[src/rtl/dfe_pkg.sv]
// shared types and constants of the delimiter frame extractor
package dfe_pkg;

  localparam int BYTE_W        = 8;
  localparam int LEN_W         = 3;
  localparam int DELIM_W       = 32;
  localparam int LIMIT_W       = 16;
  localparam int FRAME_LEN_W   = 16;
  localparam int CFG_INDEX_W   = 3;
  localparam int CFG_DATA_W    = 32;
  localparam int PACKED_BYTES  = 4;

  // configuration register indexes
  typedef enum logic [CFG_INDEX_W-1:0] {
    CFG_HEADER_LENGTH  = 3'd0,
    CFG_HEADER_BYTES   = 3'd1,
    CFG_TRAILER_LENGTH = 3'd2,
    CFG_TRAILER_BYTES  = 3'd3,
    CFG_FRAME_LIMIT    = 3'd4
  } cfg_index_t;

  // result status codes
  typedef enum logic {
    STATUS_COMPLETE = 1'b0,
    STATUS_TOO_LONG = 1'b1
  } status_t;

  // register values after reset
  localparam logic [LEN_W-1:0]   RESET_HEADER_LENGTH  = 3'd0;
  localparam logic [DELIM_W-1:0] RESET_HEADER_BYTES   = 32'h0000_0000;
  localparam logic [LEN_W-1:0]   RESET_TRAILER_LENGTH = 3'd2;
  localparam logic [DELIM_W-1:0] RESET_TRAILER_BYTES  = 32'h0000_0A0D;
  localparam logic [LIMIT_W-1:0] RESET_FRAME_LIMIT    = 16'd32;

endpackage

[src/rtl/dfe_if.sv]
// stream, result and configuration channel interfaces of the frame extractor
interface dfe_byte_if;
  logic                         valid;
  logic                         ready;
  logic [dfe_pkg::BYTE_W-1:0]   data_byte;

  modport source (output valid, output data_byte, input ready);
  modport sink   (input valid, input data_byte, output ready);
endinterface

interface dfe_result_if;
  logic                            valid;
  logic                            ready;
  dfe_pkg::status_t                status;
  logic [dfe_pkg::FRAME_LEN_W-1:0] frame_length;

  modport source (output valid, output status, output frame_length, input ready);
  modport sink   (input valid, input status, input frame_length, output ready);
endinterface

interface dfe_cfg_if;
  logic                            valid;
  logic                            ready;
  logic [dfe_pkg::CFG_INDEX_W-1:0] index;
  logic [dfe_pkg::CFG_DATA_W-1:0]  data;

  modport source (output valid, output index, output data, input ready);
  modport sink   (input valid, input index, input data, output ready);
endinterface

[src/rtl/delimiter_frame_extractor_top.sv]
// delimiter frame extractor: header hunt, trailer match and length limit
// latency: a result is valid in the cycle after the byte that causes it
// throughput: one byte per cycle; the single result register is refilled
//   in the cycle it is taken, so the stream stalls only while it is held
// reset: synchronous; registers return to their defaults, the parser hunts
//   with an empty window and no result is pending
module delimiter_frame_extractor_top #(
  parameter int MAX_DELIM_BYTES = 4,
  parameter int COUNT_BITS      = 16
) (
  input  logic       clk,
  input  logic       rst,
  dfe_byte_if.sink   stream,
  dfe_result_if.source result,
  dfe_cfg_if.sink    cfg
);

  localparam int CAP    = (MAX_DELIM_BYTES < dfe_pkg::PACKED_BYTES) ?
                          MAX_DELIM_BYTES : dfe_pkg::PACKED_BYTES;
  localparam int FILL_W = $clog2(CAP + 1);
  localparam int CMP_W  = (COUNT_BITS > dfe_pkg::LIMIT_W) ? COUNT_BITS : dfe_pkg::LIMIT_W;
  localparam logic [COUNT_BITS-1:0] COUNT_MAX = {COUNT_BITS{1'b1}};

  typedef enum logic {
    MODE_HUNT,
    MODE_FRAME
  } mode_t;

  typedef logic [CAP-1:0][dfe_pkg::BYTE_W-1:0] window_t;

  // configuration registers
  logic [dfe_pkg::LEN_W-1:0]   header_length;
  logic [dfe_pkg::DELIM_W-1:0] header_bytes;
  logic [dfe_pkg::LEN_W-1:0]   trailer_length;
  logic [dfe_pkg::DELIM_W-1:0] trailer_bytes;
  logic [dfe_pkg::LIMIT_W-1:0] frame_limit;

  // parser state
  mode_t                 mode, mode_next;
  window_t               window, window_next;
  logic [FILL_W-1:0]     fill, fill_next;
  logic [FILL_W-1:0]     matched, matched_next;
  logic [COUNT_BITS-1:0] count, count_next;

  // result register
  logic                            out_valid;
  dfe_pkg::status_t                out_status;
  logic [dfe_pkg::FRAME_LEN_W-1:0] out_length;

  // step results
  logic                            res_valid;
  dfe_pkg::status_t                res_status;
  logic [dfe_pkg::FRAME_LEN_W-1:0] res_length;

  logic take;
  logic [FILL_W-1:0] hlen, tlen;

  // hunt unit signals
  logic              frame_path;
  window_t           hunt_win, hunt_shift;
  logic [FILL_W-1:0] hunt_fill, hunt_fill_new;
  logic              hunt_hit;

  // frame path signals
  logic [COUNT_BITS-1:0] f_count, f_count_inc;
  logic [FILL_W-1:0]     f_matched, m_eff;
  logic [CMP_W-1:0]      count_ext, limit_ext, inc_ext;
  logic [dfe_pkg::BYTE_W-1:0] trailer_sel;

  // handshakes
  assign cfg.ready    = 1'b1;
  assign stream.ready = !out_valid || result.ready;
  assign take         = stream.valid && stream.ready;

  assign result.valid        = out_valid;
  assign result.status       = out_status;
  assign result.frame_length = out_length;

  // effective delimiter lengths, capped at the window size
  assign hlen = (header_length > dfe_pkg::LEN_W'(CAP)) ? FILL_W'(CAP) : FILL_W'(header_length);
  assign tlen = (trailer_length > dfe_pkg::LEN_W'(CAP)) ? FILL_W'(CAP) : FILL_W'(trailer_length);

  // a byte is handled by the frame path when in a frame or with no header
  assign frame_path = (mode == MODE_FRAME) || (hlen == '0);
  assign f_count    = (mode == MODE_FRAME) ? count : '0;
  assign f_matched  = (mode == MODE_FRAME) ? matched : '0;

  // hunt unit: shared by plain hunting and the restart after a too-long frame
  assign hunt_win  = frame_path ? '0 : window;
  assign hunt_fill = frame_path ? '0 : fill;

  always_comb begin
    hunt_shift    = hunt_win;
    hunt_shift[0] = stream.data_byte;
    for (int k = 1; k < CAP; k++) begin
      hunt_shift[k] = hunt_win[k-1];
    end
    hunt_fill_new = (hunt_fill < FILL_W'(CAP)) ? hunt_fill + 1'b1 : hunt_fill;
    hunt_hit      = (hlen != '0) && (hunt_fill_new >= hlen);
    // header byte i lines up with window byte hlen-1-i
    for (int i = 0; i < CAP; i++) begin
      for (int j = 0; j < CAP; j++) begin
        if ((i + j + 1 == int'(hlen)) &&
            (header_bytes[i*dfe_pkg::BYTE_W +: dfe_pkg::BYTE_W] != hunt_shift[j])) begin
          hunt_hit = 1'b0;
        end
      end
    end
  end

  // trailer byte selected by the match position
  assign m_eff = (f_matched >= tlen) ? '0 : f_matched;

  always_comb begin
    trailer_sel = trailer_bytes[dfe_pkg::BYTE_W-1:0];
    for (int k = 0; k < CAP; k++) begin
      if (m_eff == FILL_W'(k)) begin
        trailer_sel = trailer_bytes[k*dfe_pkg::BYTE_W +: dfe_pkg::BYTE_W];
      end
    end
  end

  // byte counter with saturation
  assign f_count_inc = (f_count == COUNT_MAX) ? f_count : f_count + 1'b1;
  assign count_ext   = CMP_W'(f_count);
  assign inc_ext     = CMP_W'(f_count_inc);
  assign limit_ext   = CMP_W'(frame_limit);

  // next parser state and result of one byte
  always_comb begin
    mode_next    = mode;
    window_next  = window;
    fill_next    = fill;
    matched_next = matched;
    count_next   = count;
    res_valid    = 1'b0;
    res_status   = dfe_pkg::STATUS_COMPLETE;
    res_length   = inc_ext[dfe_pkg::FRAME_LEN_W-1:0];

    if (!frame_path || (tlen != '0 && count_ext >= limit_ext)) begin
      if (frame_path) begin
        // too long: report, then hunt again with this byte
        res_valid  = 1'b1;
        res_status = dfe_pkg::STATUS_TOO_LONG;
        res_length = count_ext[dfe_pkg::FRAME_LEN_W-1:0];
      end
      if (hunt_hit) begin
        mode_next    = MODE_FRAME;
        count_next   = COUNT_BITS'(hlen);
        matched_next = '0;
        window_next  = '0;
        fill_next    = '0;
      end else if (hlen != '0) begin
        mode_next    = MODE_HUNT;
        count_next   = '0;
        matched_next = '0;
        window_next  = hunt_shift;
        fill_next    = hunt_fill_new;
      end else begin
        mode_next    = MODE_HUNT;
        count_next   = '0;
        matched_next = '0;
        window_next  = '0;
        fill_next    = '0;
      end
    end else begin
      mode_next   = MODE_FRAME;
      window_next = '0;
      fill_next   = '0;
      if (tlen == '0) begin
        // no trailer: bytes are ignored
        count_next   = f_count;
        matched_next = f_matched;
      end else if (stream.data_byte == trailer_sel) begin
        if (m_eff + 1'b1 == tlen) begin
          res_valid    = 1'b1;
          mode_next    = MODE_HUNT;
          count_next   = '0;
          matched_next = '0;
        end else begin
          count_next   = f_count_inc;
          matched_next = m_eff + 1'b1;
        end
      end else if (stream.data_byte == trailer_bytes[dfe_pkg::BYTE_W-1:0]) begin
        count_next   = f_count_inc;
        matched_next = FILL_W'(1);
      end else begin
        count_next   = f_count_inc;
        matched_next = '0;
      end
    end
  end

  // configuration writes
  always_ff @(posedge clk) begin
    if (rst) begin
      header_length  <= dfe_pkg::RESET_HEADER_LENGTH;
      header_bytes   <= dfe_pkg::RESET_HEADER_BYTES;
      trailer_length <= dfe_pkg::RESET_TRAILER_LENGTH;
      trailer_bytes  <= dfe_pkg::RESET_TRAILER_BYTES;
      frame_limit    <= dfe_pkg::RESET_FRAME_LIMIT;
    end else if (cfg.valid && cfg.ready) begin
      case (cfg.index)
        dfe_pkg::CFG_HEADER_LENGTH:  header_length  <= cfg.data[dfe_pkg::LEN_W-1:0];
        dfe_pkg::CFG_HEADER_BYTES:   header_bytes   <= cfg.data[dfe_pkg::DELIM_W-1:0];
        dfe_pkg::CFG_TRAILER_LENGTH: trailer_length <= cfg.data[dfe_pkg::LEN_W-1:0];
        dfe_pkg::CFG_TRAILER_BYTES:  trailer_bytes  <= cfg.data[dfe_pkg::DELIM_W-1:0];
        dfe_pkg::CFG_FRAME_LIMIT:    frame_limit    <= cfg.data[dfe_pkg::LIMIT_W-1:0];
        default: ;
      endcase
    end
  end

  // parser state and result register
  always_ff @(posedge clk) begin
    if (rst) begin
      mode      <= MODE_HUNT;
      window    <= '0;
      fill      <= '0;
      matched   <= '0;
      count     <= '0;
      out_valid <= 1'b0;
    end else begin
      if (take) begin
        mode    <= mode_next;
        window  <= window_next;
        fill    <= fill_next;
        matched <= matched_next;
        count   <= count_next;
      end
      if (stream.ready) begin
        out_valid <= take && res_valid;
      end
    end
    if (take && res_valid) begin
      out_status <= res_status;
      out_length <= res_length;
    end
  end

  // a completed frame always sends the parser back to hunting
  a_complete_hunts: assert property (@(posedge clk) disable iff (rst)
    (take && res_valid && res_status == dfe_pkg::STATUS_COMPLETE) |=> (mode == MODE_HUNT))
    else $error("parser not hunting after a complete frame");

  // the window never holds more bytes than it has room for
  a_fill_bound: assert property (@(posedge clk) disable iff (rst)
    fill <= FILL_W'(CAP))
    else $error("window fill above capacity");

  // inside a frame the hunting window stays empty
  a_frame_window_empty: assert property (@(posedge clk) disable iff (rst)
    (mode == MODE_FRAME) |-> (fill == '0 && window == '0))
    else $error("window not empty inside a frame");

  // a pending result stays put while the stream is stalled
  a_result_held: assert property (@(posedge clk) disable iff (rst)
    (out_valid && !result.ready) |=> (out_valid && $stable(out_length)))
    else $error("pending result changed while stalled");

endmodule

[src/flat_wrapper.sv]
// flat-port wrapper written by rule: the top's interface ports become plain ports
module delimiter_frame_extractor_top_flat 
#(
  parameter int MAX_DELIM_BYTES = 4,
  parameter int COUNT_BITS      = 16
)
  (clk, rst, stream_valid, stream_data_byte, stream_ready, result_valid, result_status, result_frame_length, result_ready, cfg_valid, cfg_index, cfg_data, cfg_ready);
  dfe_byte_if stream_i ();
  dfe_result_if result_i ();
  dfe_cfg_if cfg_i ();
  input  logic clk;
  input  logic rst;
  input wire logic [$bits(stream_i.valid)-1:0] stream_valid;
  input wire logic [$bits(stream_i.data_byte)-1:0] stream_data_byte;
  output wire logic [$bits(stream_i.ready)-1:0] stream_ready;
  output wire logic [$bits(result_i.valid)-1:0] result_valid;
  output wire logic [$bits(result_i.status)-1:0] result_status;
  output wire logic [$bits(result_i.frame_length)-1:0] result_frame_length;
  input wire logic [$bits(result_i.ready)-1:0] result_ready;
  input wire logic [$bits(cfg_i.valid)-1:0] cfg_valid;
  input wire logic [$bits(cfg_i.index)-1:0] cfg_index;
  input wire logic [$bits(cfg_i.data)-1:0] cfg_data;
  output wire logic [$bits(cfg_i.ready)-1:0] cfg_ready;
  assign stream_i.valid = stream_valid;
  assign stream_i.data_byte = stream_data_byte;
  assign stream_ready = stream_i.ready;
  assign result_valid = result_i.valid;
  assign result_status = result_i.status;
  assign result_frame_length = result_i.frame_length;
  assign result_i.ready = result_ready;
  assign cfg_i.valid = cfg_valid;
  assign cfg_i.index = cfg_index;
  assign cfg_i.data = cfg_data;
  assign cfg_ready = cfg_i.ready;
  delimiter_frame_extractor_top #(.MAX_DELIM_BYTES(MAX_DELIM_BYTES), .COUNT_BITS(COUNT_BITS)) u_core (.clk(clk), .rst(rst), .stream(stream_i), .result(result_i), .cfg(cfg_i));
endmodule
[config.mk]
export PLATFORM = sky130hd
export DESIGN_NAME = delimiter_frame_extractor_top_flat
export DESIGN_NICKNAME = d
export VERILOG_FILES = /design/src/rtl/dfe_pkg.sv /design/src/rtl/dfe_if.sv /design/src/rtl/delimiter_frame_extractor_top.sv /design/src/flat_wrapper.sv
export SDC_FILE = /design/constraint.sdc
export NUM_CORES = 1
export LEC_CHECK = 0
export ABC_CLOCK_PERIOD_IN_PS = 7400
export BUFFER_PORTS_ARGS = -buffer_cell sky130_fd_sc_hd__buf_2
export CAP_MARGIN = 20
export CORE_MARGIN = 5
export CORE_UTILIZATION = 50
export DETAILED_ROUTE_END_ITERATION = 10
export GPL_TIMING_DRIVEN = 0
export HOLD_SLACK_MARGIN = 0.12
export PLACE_DENSITY = 0.66
export SYNTH_ARGS = -nofsm -noshare
export SYNTH_HDL_FRONTEND = slang
export SYNTH_SLANG_ARGS = --single-unit
export TNS_END_PERCENT = 5
[constraint.sdc]
create_clock -name clk -period 7.4 [get_ports clk]
set_clock_uncertainty 0.15 [all_clocks]
set_input_delay 0.74 -clock clk [delete_from_list [all_inputs] [get_ports clk]]
set_output_delay 0.74 -clock clk [all_outputs]
set_load 0.01 [all_outputs]
== Word-level counts from Yosys, hierarchy flattened ==
Cells that the tools add are included.
Cells by class
  multiplexer cells: 56
  eq/ne operators: 34
  magnitude comparators: 6
  add/sub/neg operators: 3
  reductions and logical operators: 35
Operators by type and width (count)
  $mux W16: 8
  $ne A8 B8 Y1: 16
  $mux W32: 3
  $mux W3: 14
  $mux W1: 27
  $mux W24: 1
  $mux W8: 3
  $logic_and A1 B1 Y1: 20
  $add A16 B1 Y16 const B: 1
  $eq A16 B16 Y1 const B: 1
  $eq A8 B8 Y1: 2
  $ge A16 B16 Y1: 1
  $eq A3 B2 Y1 const B: 4
  $eq A3 B3 Y1 const A: 4
  $reduce_and A2 Y1: 5
  $logic_not A3 Y1: 3
  $add A3 B1 Y3 const B: 2
  $eq A2 B3 Y1 const A: 2
  $eq A3 B1 Y1 const B: 2
  $ge A3 B3 Y1: 2
  $gt A3 B3 Y1 const B: 2
  $reduce_bool A3 Y1: 2
  $eq A1 B3 Y1 const A: 1
  $eq A3 B3 Y1: 1
  other kinds (4): 7
Word-level totals
  logic and storage cells: 149
  flip-flop bits (word level): 151
  bits of input ports: 48
  output and inout port bits: 20

== Depth between registers and ports, before layout ==
  depth in word-level cells: 27
  mapped depth: 23

== Worst setup path before layout ==
OpenSTA, ideal clock, no wires.
  path kind: register -> register
  from: register u_core.mode
  to: register u_core.out_length, in the netlist u_core.result.frame_length[0], enable pin
  required time: 6.860 ns
  setup time: 0.390 ns
  arrival time: 5.042 ns
  slack: 1.818 ns
  cell stages (with the launch flop): 22
  period minus slack after synthesis: 5.582 ns
  cells stage by stage: dfxtp_1 > buf_6 > buf_2 > buf_2 > clkbuf_1 > clkbuf_1 > nand2_1 > ha_1 > nand2b_1 > a31oi_1 > nand2_1 > ha_1 > o21ai_0 > nor2_1 > buf_6 > o221a_2 > nor4_1 > a31oi_1 > nor4_2 > buf_4 > o21ai_0 > nor2_1
On the way
  word-level cells in the longest chain between the ends: 12
RTL lines
  start, declared: line delimiter_frame_extractor_top.sv:39  | mode_t mode, mode_next;
  start signal, assigned: line delimiter_frame_extractor_top.sv:225  | mode <= mode_next;
  $mux W3: line delimiter_frame_extractor_top.sv:86  | assign f_matched = (mode == MODE_FRAME) ? matched : '0;
  $ge A3 B3 Y1: line delimiter_frame_extractor_top.sv:112  | assign m_eff = (f_matched >= tlen) ? '0 : f_matched;
  $mux W3: line delimiter_frame_extractor_top.sv:112
  $eq A3 B1 Y1: line delimiter_frame_extractor_top.sv:117  | if (m_eff == FILL_W'(k)) begin
  $mux W8 (3 in a row): line delimiter_frame_extractor_top.sv:117
  $eq A8 B8 Y1: line delimiter_frame_extractor_top.sv:174  | end else if (stream.data_byte == trailer_sel) begin
  $mux W1: line delimiter_frame_extractor_top.sv:174
  $mux W1: line delimiter_frame_extractor_top.sv:170  | if (tlen == '0) begin
  $mux W1 *: line delimiter_frame_extractor_top.sv:140  | if (!frame_path || (tlen != '0 && count_ext >= limit_ext)) begin
  $logic_and A1 B1 Y1 *: line delimiter_frame_extractor_top.sv:235  | if (take && res_valid) begin
  end signal, assigned: line delimiter_frame_extractor_top.sv:237  | out_length <= res_length;
  end, declared: line delimiter_frame_extractor_top.sv:48  | logic [dfe_pkg::FRAME_LEN_W-1:0] out_length;
Mark *: on every way between the ends. The rest lies on a longest branch, timed or not.
A chain may end at the register's enable or synchronous reset.

== Final worst setup path ==
  from: register u_core.mode
  to: register u_core.out_length, in the netlist u_core.result.frame_length[15], enable pin
Same word-level chain as after synthesis.

==> metrics.cfg <==
[job]
cap_violations=0

[timing]
relSlewSlack_pct=42.72
tns_ns=0
finalCriticalPeriod_ns=6.917
hold_viol_final=0
finalCritPeriodShare_pct=93.47
setup_violations=0
grt_setup_unrepaired=no
max_freq_mhz=144.6
worst_slew_pin_slew_ns=0.8592
maxSlewViolCount=0

[critical_path]
crit_slowest_cell=nor4_2
rrSetupSlack_ns=0.48
crit_path_max_fanout=12
end_kind=flop
cpLargestDelayFamily=buffers and inverters
reg2reg_from=u_core.mode$_SDFFE_PP0P_
cp_num_buf_inv=9
crit_chain=buf_6 > buf_2 > buf_2 > clkbuf_1 > clkbuf_1 > nand2_1 > ha_1 > nand2b_1 > a31oi_1 > nand2_1 > inv_1 > ha_1 > o21ai_0 > nor2_1 > buf_6 > o22ai_4 > a222oi_1 > a31oi_1 > nor4_2 > buf_4 > o21ai_0 > nor2_1 > buf_4
path_class=reg -> reg
r2r_cells=23
arrival_ns=6.90
max_stage_delay_ns=0.61
regToRegEndpoint=u_core.result.frame_length[15]$_DFFE_PP_
cp.required_ns=7.39
cp-startpoint=u_core.mode$_SDFFE_PP0P_
cp-start-kind=flop

[logic_synthesis]
syn_area_per_cell_um2=7.926
yosysSeqAreaShare_pct=35.71
ys_types=82
ys_top_cells_by_count=236 x nand2_1, 134 x dfxtp_1, 89 x a21oi_1
synth_top_flop_cell=dfxtp_1
yosys.area.top_type=dfxtp_1
synth_top_area_share_pct=30.00
yosys-top-cells-area=dfxtp_1 30%, nand2_1 9.9%, xnor2_1 6.0%
postSynthCellCount=1128
yosysMostFrequentCell=nand2_1
syn_area_mm2=0.008941
synth-seq-cells=151
syn_nets=1204
synth-edff-count=17
synth_warnings=0
synthArstFlopShare_pct=0

[route]
drc_errors=0
drt-wirelength-per-cell_um=19.39
drt_iter0_markers=929
wirelength_um=28050
first_pass_iters=9
viasPerCell=5.968
dr_total_vias=8636
ant_nets=0

[status]
status=finished, final reports clean

[power]
leakage_nw=3.757
power_density_mw_per_mm2=189.9
peakVddDrop_mv=0.1482
seqPwrFrac_pct=44.2
p_total_w=0.001925
switching_share_pct=25.82
p_clk_share_pct=46.7
switching_power_w=0.0004970
intPower_w=0.001428
pwr-share-comb_pct=9.1

[cts]
clock_sinks=151
clockRootBuffer=clkbuf_16
clk_latency_ns=0.44
cts_buffers=17
cts_resized=0
post_cts_buffers=0
htreeDepth=4
cts_tree=done
path_clk_slew_ns=0.06
hold_buffers=0
clk_path_buf_depth=2

[hold_path]
min-delay-start=u_core.frame_limit[6]$_SDFFE_PP0P_
worstHoldPathType=reg -> reg
hold_depth=2
min_to=u_core.frame_limit[6]$_SDFFE_PP0P_

[floorplanning]
coreArea_mm2=0.01778
die_x_um=143.7
std_cell_rows=49
fp.dieH_um=143.7
dieArea_mm2=0.02066
ios=68
initial_core_util_pct=50.29

[global_routing]
grt_max_degree=17
antenna_found_initial=0
grt_pass1_vias=7878
gr-usage-all-layers_pct=27.13
grt_overflow=0
grt_pass1_wl_um=43390

[place]
dp_cells=1417
hpwlAfterDp_um=20830
dpl_cell_area_mm2=0.009530
port_buffers=59
place_congestion=0.9639

[final_layout]
fin_cells=1447
area_growth_syn_to_layout_pct=13.34
fin_area_mm2=0.01013
multiInputGateArea_mm2=0.005129
regArea_mm2=0.003193
final_layout_size_suffix_gt1_share_pct=10.76
final.fill_count=1726
nNetsFinal=1283
diodes=0

==> state kept, by name, indices dropped and copies added, names as in the netlist, 3 cells and up <==
signal and cells:
u_core.count 16, u_core.fill 3, u_core.frame_limit 16, u_core.header_bytes 32, u_core.header_length 3, u_core.matched 3, u_core.result.frame_length 16, u_core.trailer_bytes 32
u_core.trailer_length 3, u_core.window 24
==> per-layer routing <==
layer / track usage [%] / up-vias / part of all wire, %
li1: - / 4107 / -
met1: 39.42 / 4087 / 46
met2: 41.91 / 402 / 44
met3: 4.792 / 40 / 8.2
met4: 6.690 / 0 / 1.7
met5: 0 / - / 0
==> metrics by stage <==
stage	util (%)	worst slack (ns)	hold slack [ns]
after floorplan	-	1.818	0.2804
after global placement	53.56	0.1945	0.2942
after detailed placement	53.60	0.6917	0.2975
after CTS	57.00	0.6637	0.3068
after global routing	57.00	0.1538	0.3235
final	57.00	0.4832	0.3037
==> kinds of logic after synthesis <==
logic type | Yosys count | share of synthesized area, %
AOI/OAI and AO/OA | 265 | 20.64
xor gates and xnor gates | 83 | 8.130
adders and majority gates | 28 | 3.918
buffers and inverters | 145 | 6.927
DFF | 151 | 35.71
muxes | 10 | 1.148
other | 1 | 0.04194
and+or+nand+nor | 445 | 23.48
==> worst reg2reg max path, delay by kind of cell (launching register included) <==
kind	cells	cell delay (ns)
fa+ha+maj	2	0.49
buf+inv	9	2.56
simple gates	6	1.89
compound gates	6	1.21
flops	1	0.33
==> final cells by class <==
cell class / count / area share (%)
repair buffers: 60 / 2.988
inverters: 58 / 2.148
clock buffers: 22 / 5.112
clock inverters: 8 / 0.8396
multi-input cells: 832 / 50.61
well taps: 229 / 2.828
flip-flops and latches: 151 / 31.51
plain buffers: 87 / 3.963
==> power groups by stage <==
stage               Clock (W)  Sequential [W]  Combinational [W]
finish               0.000900        0.000850           0.000175
global route         0.000941        0.000851           0.000188
CTS                  0.000904        0.000850           0.000172
detailed placement          0        0.000868           0.000170
global placement            0        0.000868           0.000170
floorplan                   0        0.000865           0.000108
==> how the worst max path moves through the flow <==
stage / endpoint / slack (ns) / cells past startpoint
2_1_floorplan: u_core.result.frame_length[0]$_DFFE_PP_ / 1.82 / 21
3_3_place_gp: u_core.result.frame_length[15]$_DFFE_PP_ / 0.19 / 21
3_5_place_dp: u_core.result.frame_length[15]$_DFFE_PP_ / 0.69 / 22
4_1_cts: u_core.result.frame_length[15]$_DFFE_PP_ / 0.66 / 22
5_1_grt: u_core.result.frame_length[5]$_DFFE_PP_ / 0.15 / 23
6_report: u_core.result.frame_length[15]$_DFFE_PP_ / 0.48 / 23
==> cells in the final DEF (no fill, tap or decap), types with 4 or more instances in the layout <==
| cell type | instances |
|---|---|
| nand2_1 | 236 |
| dfxtp_1 | 134 |
| a21oi_1 | 89 |
| buf_2 | 71 |
| clkbuf_1 | 66 |
| xnor2_1 | 61 |
| nor2_1 | 60 |
| inv_1 | 58 |
| o21ai_0 | 30 |
| ha_1 | 28 |
| xor2_1 | 22 |
| nand3_1 | 22 |
| nor3_1 | 20 |
| clkbuf_16 | 20 |
| nand4_1 | 19 |
| a22o_1 | 19 |
| edfxtp_1 | 17 |
| a31oi_1 | 16 |
| o22ai_1 | 13 |
| nor4_1 | 13 |
| nor2b_1 | 12 |
| and2_1 | 12 |
| nand2b_1 | 11 |
| a32o_1 | 11 |
| nor4bb_1 | 10 |
| o31ai_1 | 9 |
| mux2i_1 | 8 |
| and3_1 | 7 |
| a21o_1 | 6 |
| o31a_1 | 6 |
| o32ai_1 | 6 |
| buf_6 | 5 |
| o221a_2 | 5 |
| a22oi_1 | 5 |
| o211ai_1 | 4 |
| a222oi_1 | 4 |
| buf_4 | 4 |
Note: power is estimated with default switching activity, not from simulation.
